<file path="src/hw/rtl/nerw_pkg.sv">
// Shared constants and types for the nearest-entry-within-radius search block.
`timescale 1ns / 1ps

package nerw_pkg;

  // Defaults for the top-level parameters
  localparam int TABLE_DEPTH_DEF = 64;
  localparam int COORD_WIDTH_DEF = 24;

  // Fixed field widths of the word format
  localparam int INDEX_WIDTH  = 6;
  localparam int RADIUS_WIDTH = 23;

  // Word kinds
  localparam logic KIND_WRITE = 1'b0;
  localparam logic KIND_QUERY = 1'b1;

  // Tag that travels with each scanned entry through the distance pipeline
  typedef struct packed {
    logic live;   // a scan slot is in flight
    logic flag;   // entry valid flag read from the table
    logic last;   // final entry of the scan
  } scan_tag_t;

endpackage

</file>
<file path="src/hw/rtl/nerw_dist.sv">
// Four-stage squared-distance pipeline: |diff|, square, two partial sums.
`timescale 1ns / 1ps

module nerw_dist #(
  parameter int COORD_WIDTH = nerw_pkg::COORD_WIDTH_DEF,
  parameter int ADDR_W      = 6
) (
  input  logic                          clk,
  input  logic                          rst,
  input  nerw_pkg::scan_tag_t           tag_in,
  input  logic [ADDR_W-1:0]             addr_in,
  input  logic signed [COORD_WIDTH-1:0] qx,
  input  logic signed [COORD_WIDTH-1:0] qy,
  input  logic signed [COORD_WIDTH-1:0] qz,
  input  logic signed [COORD_WIDTH-1:0] ex,
  input  logic signed [COORD_WIDTH-1:0] ey,
  input  logic signed [COORD_WIDTH-1:0] ez,
  output nerw_pkg::scan_tag_t           tag_out,
  output logic [ADDR_W-1:0]             addr_out,
  output logic [2*(COORD_WIDTH+1)+1:0]  d2
);
  import nerw_pkg::*;

  localparam int DW = COORD_WIDTH + 1;   // magnitude of a difference
  localparam int QW = 2 * DW;            // one square
  localparam int SW = QW + 2;            // sum of three squares

  logic signed [DW-1:0] dx, dy, dz;
  logic [DW-1:0] ax, ay, az;
  logic [QW-1:0] sqx, sqy, sqz, sqz_d;
  logic [QW:0]   sxy;
  scan_tag_t     tag1, tag2, tag3;
  logic [ADDR_W-1:0] addr1, addr2, addr3;

  assign dx = {qx[COORD_WIDTH-1], qx} - {ex[COORD_WIDTH-1], ex};
  assign dy = {qy[COORD_WIDTH-1], qy} - {ey[COORD_WIDTH-1], ey};
  assign dz = {qz[COORD_WIDTH-1], qz} - {ez[COORD_WIDTH-1], ez};

  always_ff @(posedge clk) begin
    if (rst) begin
      tag1    <= '0;
      tag2    <= '0;
      tag3    <= '0;
      tag_out <= '0;
    end else begin
      tag1    <= tag_in;
      tag2    <= tag1;
      tag3    <= tag2;
      tag_out <= tag3;
    end
  end

  always_ff @(posedge clk) begin
    // stage 1: magnitudes
    ax    <= dx[DW-1] ? DW'(-dx) : DW'(dx);
    ay    <= dy[DW-1] ? DW'(-dy) : DW'(dy);
    az    <= dz[DW-1] ? DW'(-dz) : DW'(dz);
    addr1 <= addr_in;
    // stage 2: squares
    sqx   <= QW'(ax) * QW'(ax);
    sqy   <= QW'(ay) * QW'(ay);
    sqz   <= QW'(az) * QW'(az);
    addr2 <= addr1;
    // stage 3: x + y
    sxy   <= (QW+1)'(sqx) + (QW+1)'(sqy);
    sqz_d <= sqz;
    addr3 <= addr2;
    // stage 4: + z (never overflows SW bits)
    d2       <= SW'(sxy) + SW'(sqz_d);
    addr_out <= addr3;
  end

endmodule

</file>
<file path="config.mk">
export PLATFORM = sky130hd
export DESIGN_NAME = nerw_dist
export DESIGN_NICKNAME = d
export VERILOG_FILES = /design/src/hw/rtl/nerw_pkg.sv /design/src/hw/rtl/nerw_dist.sv
export SDC_FILE = /design/constraint.sdc
export NUM_CORES = 2
export LEC_CHECK = 0
export BUFFER_PORTS_ARGS = -buffer_cell sky130_fd_sc_hd__buf_2
export CAP_MARGIN = 20
export CORE_MARGIN = 1.5
export CORE_UTILIZATION = 59
export DETAILED_ROUTE_END_ITERATION = 16
export GPL_ROUTABILITY_DRIVEN = 0
export PLACE_DENSITY = 0.78
export SKIP_CTS_REPAIR_TIMING = 1
export SLEW_MARGIN = 0
export SYNTH_ARGS = -nofsm -noshare
export SYNTH_HDL_FRONTEND = slang
export SYNTH_SLANG_ARGS = --single-unit
export TNS_END_PERCENT = 20
</file>
<file path="constraint.sdc">
create_clock -name clk -period 9.2 [get_ports clk]
set_clock_uncertainty 0.1 [all_clocks]
set_input_delay 1.84 -clock clk [delete_from_list [all_inputs] [get_ports clk]]
set_output_delay 1.84 -clock clk [all_outputs]
set_load 0.02 [all_outputs]
</file>
==> reports/results.tsv <==
metric	value	unit
outcome	finished clean	
setup-violations-final	0	
dieArea	0.1242	sq mm
place_ws	0.7523	ns
critical_path_arrival	9.08	ns
synth_area_per_cell	9.093	sq um
hpwlAfterDp	144500	microns
cts_inserted_buffers	46	
coreArea	0.1214	sq mm
grt_first_pass_wirelength	285100	microns
grt_overflow_total	0	
root_buffer	clkbuf_16	
slowest_delay	1.05	ns
synth_seq_area_share	0.1139	
holdWs	0.2125	ns
startpoint_type	flop	
wl_met3	13150	microns
maxUsedRoutingLayer	met5	
max_cap_violations	0	
area_growth	6.412	%
rows	128	
grt_pass1_vias	57670	
synth-main-ff-cell	dfxtp_1	
drv_slew	0	
io_buffer_count	215	
setup_tns	0	ns
start_util	0.5935	
cp_cell_sequence	inv_1 > nor2_1 > fa_1 > fa_1 > fa_1 > inv_1 > fa_1 > inv_1 > fa_1 > fa_1 > inv_1 > fa_1 > inv_1 > ha_1 > nand4_1 > nor3_1 > o21ai_0 > a21oi_1 > o21ai_0 > nand3_1 > a221oi_1 > o31ai_1 > or4b_1 > o311ai_0	
yosys_warnings	0	
wl_met2	83340	microns
relSlewSlack	0.2626	
clock_latency	0.67	ns
clock-sinks	410	
grt_usage	0.2852	
clk_pin_slew	0.07	ns
hold_violations	0	
async_flop_share	0	
worst_pin_slew	1.105	ns
vias	52970	
io_pins	216	
syn_area	0.07205	sq mm
synthCells	7923	
path_class	flop to flop	
worstPathRequired	9.61	ns
m1WireLength	67560	microns
rsz0062_at_grt	false	
num-fill-cells	9841	
totalWireLength	171300	microns
die_x	352.4	microns
route.detailed.drc	0	
fmax	115.4	MHz
finalCritPeriodShare	0.9422	
min_period	8.668	ns
post_drt_wl_per_cell	17.63	microns
first_iter_violations	3602	
synth_cell_types	87	
nets	10340	
crit_path_frequent_cell	fa_1	
syn-num-nets	10210	
cts_tree	built	
worst_slack	0.5317	ns
viasPerCell	5.451	
clock_path_buffers	3	
design_area	0.07667	sq mm
place_area	0.07498	sq mm
end_kind	flop	
ant_nets	0	
cp_max_fo	23	
die_y	352.4	microns
min_path_type	flop to flop	
synth_enable_flop_cells	0	
grt_max_degree	29	
antenna_found_initial	12	
ys_seq_elements	410	
cp_slowest_cell	dfxtp_1	
htree_levels	2	
layout-drive-gt1-share	0.05376	
first_pass_iters	8	
-- synthesized netlist by cell type (10+ instances only) --
master	n	area share
a221oi_1	14	0.0017
a311oi_1	10	0.0012
o21ai_0	178	0.012
a211oi_1	38	0.0040
o211ai_1	20	0.0021
fa_1	1401	0.39
xor2_1	116	0.014
dfxtp_1	410	0.11
clkbuf_1	206	0.011
and3_1	39	0.0034
o31ai_1	25	0.0026
nand3_1	53	0.0037
or3_1	14	0.0012
a21boi_0	10	0.0010
nand2_1	635	0.033
and2_1	374	0.032
nand2b_1	25	0.0022
nor2_1	266	0.014
a21oi_1	316	0.022
inv_1	2157	0.11
a31oi_1	33	0.0029
nand4_1	45	0.0039
xnor2_1	248	0.030
ha_1	731	0.13
a211o_1	12	0.0015
nor2b_1	57	0.0049
a21o_1	167	0.017
o21bai_1	43	0.0045
or2_2	16	0.0014
o21a_1	45	0.0047
nor3_1	44	0.0031
-- placed cells by master (no fill, tap or decap), types with 33 or more instances in the layout --
master,Yosys,final
nor2b_1,57,57
o21bai_1,43,43
o21ai_0,178,178
and2_1,374,374
ha_1,731,731
clkbuf_16,0,46
a31oi_1,33,33
nand4_1,45,45
nand2_1,635,635
a21o_1,167,167
a211oi_1,38,38
inv_1,2157,2157
nor3_1,44,44
xor2_1,116,116
buf_4,1,85
a21oi_1,316,316
xnor2_1,248,248
fa_1,1401,1401
o21a_1,45,45
buf_2,5,215
and3_1,39,39
dfxtp_1,410,410
nand3_1,53,53
nor2_1,266,266
-- metal layers --
layer  track usage  vias up
met5             0        -
met4        0.1140       10
met2        0.4874     1946
met1        0.3628    26280
met3       0.04455      472
li1              -    24260
-- critical path, delay by kind of cell, from the launching register on --
family	cells	cell delay (ns)
compound gates	6	1.55
fa+ha+maj	8	3.88
buf+inv	5	0.49
flops	1	1.05
simple gates	5	1.44
-- final cells by class --
| class | count | area [sq um] | area share |
|---|---|---|---|
| Clock buffer | 57 | 1262 | 0.01647 |
| Multi-Input combinational cell | 5137 | 54910 | 0.7162 |
| Timing Repair Buffer | 301 | 1742 | 0.02272 |
| Antenna cell | 1 | 2.502 | 0.00003264 |
| Tap cell | 1625 | 2033 | 0.02652 |
| Clock inverter | 29 | 411.6 | 0.005369 |
| Inverter | 2157 | 8097 | 0.1056 |
| Sequential cell | 410 | 8208 | 0.1071 |
-- worst paths after layout --
kind | to | depth (start not counted) | slack, ns | start
setup / recovery | sqz[49] | 24 | 0.53 | az[2]
hold / removal | sqz_d[38] | 0 | 0.21 | sqz[38]
setup reg to reg | sqz[49] | 24 | 0.53 | az[2]
hold reg to reg | sqz_d[38] | 0 | 0.21 | sqz[38]
-- state kept, by name (all words and copies together) (netlist names), 25 cells and up --
name	cells
sqz	49
d2	52
sqz_d	49
ay	25
sxy	51
ax	25
sqy	49
sqx	49
az	25
-- logic make-up (layout without fill, tap and decap cells) --
family          Yosys count  in the layout  synth area share
mux                      14             14          0.002049
compound gates         1003           1003           0.08959
other cells               0              1                 0
simple gates           1622           1622            0.1096
flops                   410            410            0.1139
buf+inv                2376           2544            0.1239
xor+xnor                366            366           0.04470
fa+ha+maj              2132           2132            0.5162
-- stage by stage --
stage          std cells    util
4_1_cts             9715  0.6315
6_report            9717  0.6315
3_3_place_gp        9628  0.6174
5_1_grt             9716  0.6315
3_5_place_dp        9629  0.6177
2_1_floorplan       7923       -
Power is left out: the tool's default activity adds up to more than one toggle a clock period on the data nets, which glitch-free logic cannot reach.
